--- src/sv/rpbc_pkg.sv ---
// ----------------------------------------------------------------------------
// rpbc_pkg: shared types and constants of the rgb555 blend/convert engine
// Action codes, register indexes, alpha widths and small pixel helpers.
// ----------------------------------------------------------------------------
package rpbc_pkg;

  // palette geometry
  localparam int PALETTE_ENTRIES = 256;
  localparam int PAL_IDX_W       = $clog2(PALETTE_ENTRIES);

  // configuration port widths
  localparam int CFG_IDX_W  = 8;
  localparam int CFG_DATA_W = 16;

  // alpha scale: 65536 is fully opaque
  localparam int          ALPHA_W   = 17;
  localparam logic [16:0] ALPHA_ONE = 17'h10000;

  // tint alpha scale: 4096 is fully opaque
  localparam logic [12:0] TINT_ALPHA_ONE = 13'd4096;

  // pixel actions
  typedef enum logic [2:0] {
    ACT_PAL_WRITE     = 3'd0,
    ACT_BGRA_CONVERT  = 3'd1,
    ACT_BGRA_BLEND    = 3'd2,
    ACT_INDEX_CONVERT = 3'd3,
    ACT_INDEX_BLEND   = 3'd4,
    ACT_ALPHA_WHITE   = 3'd5,
    ACT_ALPHA_TINT    = 3'd6
  } action_t;

  // configuration register indexes
  localparam logic [CFG_IDX_W-1:0] REG_TINT_RED   = 8'd0;
  localparam logic [CFG_IDX_W-1:0] REG_TINT_GREEN = 8'd1;
  localparam logic [CFG_IDX_W-1:0] REG_TINT_BLUE  = 8'd2;
  localparam logic [CFG_IDX_W-1:0] REG_TINT_ALPHA = 8'd3;

  // five-bit white level
  localparam logic [4:0] CHAN_FULL = 5'h1F;

  // flat tint settings
  typedef struct packed {
    logic [4:0]  red;
    logic [4:0]  green;
    logic [4:0]  blue;
    logic [12:0] alpha;
  } tint_cfg_t;

  // one accepted pixel request
  typedef struct packed {
    logic [2:0]  action;
    logic [31:0] color;
    logic [7:0]  code;
    logic [15:0] dst;
    logic        pal_ok;
  } pix_req_t;

  // byte swap of a 16-bit pixel
  function automatic logic [15:0] swap16(input logic [15:0] v);
    return {v[7:0], v[15:8]};
  endfunction

  // floor(a * 65536 / 255) = a * 257 plus one when a is 255
  function automatic logic [ALPHA_W-1:0] widen_alpha(input logic [7:0] a);
    return {1'b0, a, a} + ALPHA_W'(a == 8'hFF);
  endfunction

  // keep top five bits of each channel, then byte swap
  function automatic logic [15:0] convert_word(input logic [31:0] col);
    return swap16({col[7:3], col[15:11], 1'b0, col[23:19]});
  endfunction

endpackage

--- src/sv/rpbc_blend_pipe.sv ---
// ----------------------------------------------------------------------------
// rpbc_blend_pipe: pixel blend and convert pipeline
// Colour select and alpha widening, scaling products, sum and pack, output.
// ----------------------------------------------------------------------------
module rpbc_blend_pipe (
  input  logic                clk,
  input  logic                rst,
  input  logic                in_load,
  input  rpbc_pkg::pix_req_t  req,
  output logic                in_ready,
  input  logic [31:0]         pal_data,
  input  rpbc_pkg::tint_cfg_t tint,
  output logic                out_valid,
  input  logic                out_ready,
  output logic [15:0]         out_pixel
);
  import rpbc_pkg::*;

  typedef struct packed {
    logic [2:0]         action;
    logic [23:0]        rgb;
    logic [15:0]        dst;
    logic [15:0]        conv;
    logic [ALPHA_W-1:0] alpha;
    logic [ALPHA_W-1:0] tint_a;
  } s2_t;

  typedef struct packed {
    logic        conv_sel;
    logic [15:0] conv;
    logic [21:0] back_r;
    logic [21:0] back_g;
    logic [21:0] back_b;
    logic [24:0] src_r;
    logic [24:0] src_g;
    logic [24:0] src_b;
  } s3_t;

  pix_req_t s1;
  s2_t      s2, s2_next;
  s3_t      s3, s3_next;
  logic     v1, v2, v3;
  logic     rdy2, rdy3, rdy4;
  logic     produces;

  // per-stage flow control
  assign rdy4     = !out_valid || out_ready;
  assign rdy3     = !v3 || rdy4;
  assign rdy2     = !v2 || rdy3;
  assign in_ready = !v1 || rdy2;

  // palette writes and the unused action leave no result
  assign produces = (req.action != ACT_PAL_WRITE) && (req.action <= ACT_ALPHA_TINT);

  // stage 1 capture, aligned with the palette read
  always_ff @(posedge clk) begin
    if (in_load) begin
      s1 <= req;
    end
  end

  // stage 1: select colour, widen alpha, scale by tint alpha
  always_comb begin
    logic [31:0]        col;
    logic [7:0]         a_byte;
    logic [ALPHA_W-1:0] w;
    logic [12:0]        ta;
    logic [29:0]        tprod;
    if ((s1.action == ACT_INDEX_CONVERT) || (s1.action == ACT_INDEX_BLEND)) begin
      col = s1.pal_ok ? pal_data : 32'd0;
    end else begin
      col = s1.color;
    end
    if ((s1.action == ACT_BGRA_BLEND) || (s1.action == ACT_INDEX_BLEND)) begin
      a_byte = col[31:24];
    end else begin
      a_byte = s1.code;
    end
    w     = widen_alpha(a_byte);
    ta    = (tint.alpha > TINT_ALPHA_ONE) ? TINT_ALPHA_ONE : tint.alpha;
    tprod = w * ta;
    s2_next.action = s1.action;
    s2_next.rgb    = col[23:0];
    s2_next.dst    = s1.dst;
    s2_next.conv   = convert_word(col);
    s2_next.alpha  = w;
    s2_next.tint_a = tprod[28:12];
  end

  // stage 2: backdrop and source products
  always_comb begin
    logic [ALPHA_W-1:0] a;
    logic [ALPHA_W-1:0] inv;
    logic [ALPHA_W-1:0] f;
    logic [15:0]        back;
    logic [7:0]         sr, sg, sb;
    a    = (s2.action == ACT_ALPHA_TINT) ? s2.tint_a : s2.alpha;
    inv  = ALPHA_ONE - a;
    back = swap16(s2.dst);
    unique case (s2.action)
      ACT_ALPHA_WHITE: begin
        sr = {3'd0, CHAN_FULL};
        sg = {3'd0, CHAN_FULL};
        sb = {3'd0, CHAN_FULL};
        f  = a;
      end
      ACT_ALPHA_TINT: begin
        sr = {3'd0, tint.red};
        sg = {3'd0, tint.green};
        sb = {3'd0, tint.blue};
        f  = a;
      end
      default: begin
        sr = s2.rgb[23:16];
        sg = s2.rgb[15:8];
        sb = s2.rgb[7:0];
        f  = {3'd0, a[ALPHA_W-1:3]};
      end
    endcase
    s3_next.conv_sel = (s2.action == ACT_BGRA_CONVERT) || (s2.action == ACT_INDEX_CONVERT);
    s3_next.conv     = s2.conv;
    s3_next.back_r   = back[4:0] * inv;
    s3_next.back_g   = back[10:6] * inv;
    s3_next.back_b   = back[15:11] * inv;
    s3_next.src_r    = sr * f;
    s3_next.src_g    = sg * f;
    s3_next.src_b    = sb * f;
  end

  // stage registers
  always_ff @(posedge clk) begin
    if (rdy2) begin
      s2 <= s2_next;
    end
    if (rdy3) begin
      s3 <= s3_next;
    end
  end

  // valid bits
  always_ff @(posedge clk) begin
    if (rst) begin
      v1 <= 1'b0;
      v2 <= 1'b0;
      v3 <= 1'b0;
    end else begin
      if (in_ready) begin
        v1 <= in_load && produces;
      end
      if (rdy2) begin
        v2 <= v1;
      end
      if (rdy3) begin
        v3 <= v2;
      end
    end
  end

  // stage 3: sum, keep five bits per channel and pack, or pass conv
  logic [24:0] sum_r, sum_g, sum_b;
  logic [15:0] pix_next;

  assign sum_r    = {3'd0, s3.back_r} + s3.src_r;
  assign sum_g    = {3'd0, s3.back_g} + s3.src_g;
  assign sum_b    = {3'd0, s3.back_b} + s3.src_b;
  assign pix_next = s3.conv_sel ? s3.conv
                  : swap16({sum_b[20:16], sum_g[20:16], 1'b0, sum_r[20:16]});

  // output register
  always_ff @(posedge clk) begin
    if (rst) begin
      out_valid <= 1'b0;
    end else if (rdy4) begin
      out_valid <= v3;
    end
  end

  always_ff @(posedge clk) begin
    if (rdy4 && v3) begin
      out_pixel <= pix_next;
    end
  end

endmodule

--- config.mk ---
export PLATFORM = sky130hd
export DESIGN_NAME = rpbc_blend_pipe
export DESIGN_NICKNAME = d
export VERILOG_FILES = /design/src/sv/rpbc_pkg.sv /design/src/sv/rpbc_blend_pipe.sv
export SDC_FILE = /design/constraint.sdc
export NUM_CORES = 2
export LEC_CHECK = 0
export ABC_AREA = 1
export BUFFER_PORTS_ARGS = -buffer_cell sky130_fd_sc_hd__buf_2
export CAP_MARGIN = 20
export CORE_ASPECT_RATIO = 0.8
export CORE_MARGIN = 1.5
export CORE_UTILIZATION = 50
export CTS_CLUSTER_DIAMETER = 60
export DETAILED_ROUTE_END_ITERATION = 12
export PLACE_DENSITY = 0.75
export REMOVE_ABC_BUFFERS = 1
export SETUP_SLACK_MARGIN = 0.05
export SYNTH_ARGS = -nofsm -noshare
export SYNTH_HDL_FRONTEND = slang
export SYNTH_SLANG_ARGS = --single-unit
--- constraint.sdc ---
create_clock -name clk -period 15.5 [get_ports clk]
set_input_delay 3.1 -clock clk [delete_from_list [all_inputs] [get_ports clk]]
set_output_delay 3.1 -clock clk [all_outputs]
set_load 0.03 [all_outputs]
==> metrics.md <==
| Metric | Value |
|---|---|
| Status | finished, final reports clean |
| Routed WL | 108700 µm |
| Layout cells sized above 1 | under 10% |
| Synthesized area | a little under 40000 µm² |
| Post-cts sizing count | 0 |
| CTS Root Buffer Type | clkbuf_16 |
| Max frequency | 0.09846 GHz |
| CTS Buf Count | 41 |
| Core Rows | 91 |
| Initial Utilization | 50.37% |
| Count leader, synth | nand2_1 |
| CP peak stage delay | about 0.66 ns |
| First-pass iteration count of the detailed router | 6 |
| DRT iter0 DRCs | roughly 3400 |
| CP Data Required Time | 15.82 ns |
| Yosys Warn Count | 0 |
| Hold_buf cts | 0 |
| Via Count | around 31000 |
| DRC Markers | 0 |
| Syn avg cell area | 8.606 µm² |
| RSZ-0062 raised after global routing | false |
| Sequential share of the synthesized area | between 20% and 30% |
| Max cap viols | 0 |
| Fin. Hold Viols | 0 |
| CTS tree | yes |
| I/O Buffers | 139 |
| Vias in the first global route | roughly 30000 |
| Reg2reg end | s2[13] |
| Max-slew headroom | roughly a quarter |
| Chip height | around 250 µm |
| Synth-to-Final Area Change | 8.200% |
| Prevailing post-synth register cell | edfxtp_1 |
| GRT Overall Usage | between 20% and 30% |
| Layout Nets | 5600 |
| Clk sinks | 296 |
| Initial antenna violation count | 4 |
| Core area | 76970 µm² |
| Leading area contributor after synthesis | fa_1 |
| Post-synthesis cell count | 4505 |
| Die ar. | between 70000 and 80000 µm² |
| Overflow after GRT | 0 |
| Clock Skew | 0.01261 ns |
| Setup violations, final | 0 |
| Hold Path Depth | 0 |
| Pins Over Slew Limit | 0 |
| Filler cells | roughly 7000 |
| Worst Slack Setup Final | 5.344 ns |
| First-pass GRT wire length | 170800 µm |
| R2R cell count | 34 |
| Worst setup SP type | primary input |
| Final Cycle Share | 65.53% |
| R2R Path Start | s1[57] |
| IO Pins | 142 |
| Largest net degree at the start of global routing | 75 |
| Post-route ant nets | 0 |
| Maximum clock path buffer count | 3 |
| Via density | 5.490 |
| Distinct cells, synth | 60 |
| Reg clk slew, reported paths | 0.06 ns |
| Worst Hold Endpoint | s2[54] |
| Critical path's slowest cell | xor2_2 |
| Register bit total from synthesis | 296 |
| Global placement routability congestion | 0.9970 |
| Final worst path period need | between 10 and 15 ns |
| Hold Startpoint | s1[5] |
| Reg2Reg Setup Slack | 6.51 ns |
| CP Max Fanout | 9 |
| Die W | about 310 µm |
| Wire per inst | roughly 19 µm |
| Setup bufs post-CTS | 0 |
| Clock Latency Late Sink | 0.58 ns |
| Synth area leaders | fa_1 28%, edfxtp_1 23%, ha_1 10%, nand2_1 9.5%, inv_1 7.7% |
| Detailed-placement wirelength estimate | a little under 90000 µm |
| Worst hold-check path type | reg2reg |
| Worst Setup Path Type | in2reg |
| Asr flop ratio synth | 0% |
| Crit end category | flop |
| Top cells by count, synth | 978 x nand2_1, 792 x inv_1, 550 x fa_1 |
| Total Neg Setup Slack | 0 ns |
| Number of synthesized flops with an enable pin | just under 300 |
| Crit path DAT | 10.48 ns |
| Pre-CTS setup slack | 4.946 ns |
| CTS H-tree lvls | 2 |
| Worst-margin pin slew | around 1.1 ns |
| Top-area cell type share of the netlist area | 28.40% |
-- through the flow --
step | cells | utilization [%] | hold WS [ns] | area, µm²
final | 5670 | 54.50 | 0.4164 | 41950
after global routing | 5669 | 54.50 | 0.4223 | 41950
after CTS | 5667 | 54.49 | 0.4185 | 41940
after detailed placement | 5594 | 52.67 | 0.4045 | 40540
after global placement | 5593 | 52.65 | 0.4027 | 40530
after floorplan | 4403 | - | 0.4003 | 38320
-- worst max path at each step --
stage                       from  endpoint  slack, ns
floorplan              out_ready  in_ready       5.87
detailed placement  pal_data[26]    s2[13]       4.95
CTS                 pal_data[26]    s2[13]       5.53
global route        pal_data[30]    s2[13]       4.97
finish              pal_data[30]    s2[13]       5.34
global placement    pal_data[26]    s2[13]       5.08
-- registers in the layout, indices dropped and copies added (netlist names) --
name,count
out_pixel,15
out_valid,1
s1,59
v3,1
s3,142
s2,76
v2,1
v1,1
-- cell families after synthesis --
kind of cell | Yosys count | synth area share [%]
other cells | 2 | 0.01937
buf+inv | 946 | 9.339
fa+ha+maj | 861 | 38.44
xor+xnor | 136 | 3.179
compound gates | 468 | 6.906
flops | 296 | 22.82
simple gates | 1796 | 19.30
-- cell usage in the layout, fill, tap and decap left out, drive strengths merged, types with 43 or more instances in the layout --
cell type / synthesis / layout
nand2: 1000 / 1000
inv: 823 / 829
fa: 550 / 550
nor2: 548 / 548
ha: 311 / 311
edfxtp: 292 / 292
a21oi: 207 / 207
o21ai: 182 / 182
buf: 25 / 169
nand3: 129 / 129
xor2: 104 / 104
clkbuf: 79 / 43
-- metal layers --
metal	vias up	share of wire, %	GRT usage, %
met3	217	12	8.959
met5	-	0	1.290
li1	14310	-	-
met2	1503	41	40.14
met4	0	3.0	8.310
met1	15100	44	40.37
-- area by class of cell --
class | count | area, µm² | area share (%)
timing repair buffer | 169 | 927.1 | 2.210
antenna | 2 | 5.005 | 0.01193
inverter | 842 | 3169 | 7.555
clock inverter | 30 | 357.8 | 0.8530
tap | 1023 | 1280 | 3.051
clock buffer | 43 | 1044 | 2.487
multi-input combinational | 3265 | 26320 | 62.74
sequential | 296 | 8848 | 21.09
-- critical path: cells and delay by family --
kind	cells	cell delay [ns]
buffers and inverters	6	0.62
adders and majority gates	8	3.24
AOI/OAI and AO/OA	5	1.15
xor gates and xnor gates	1	0.66
and+or+nand+nor	13	1.68
Power is left out: the tool's default activity adds up to more than one toggle a clock period on the data nets, which glitch-free logic cannot reach.
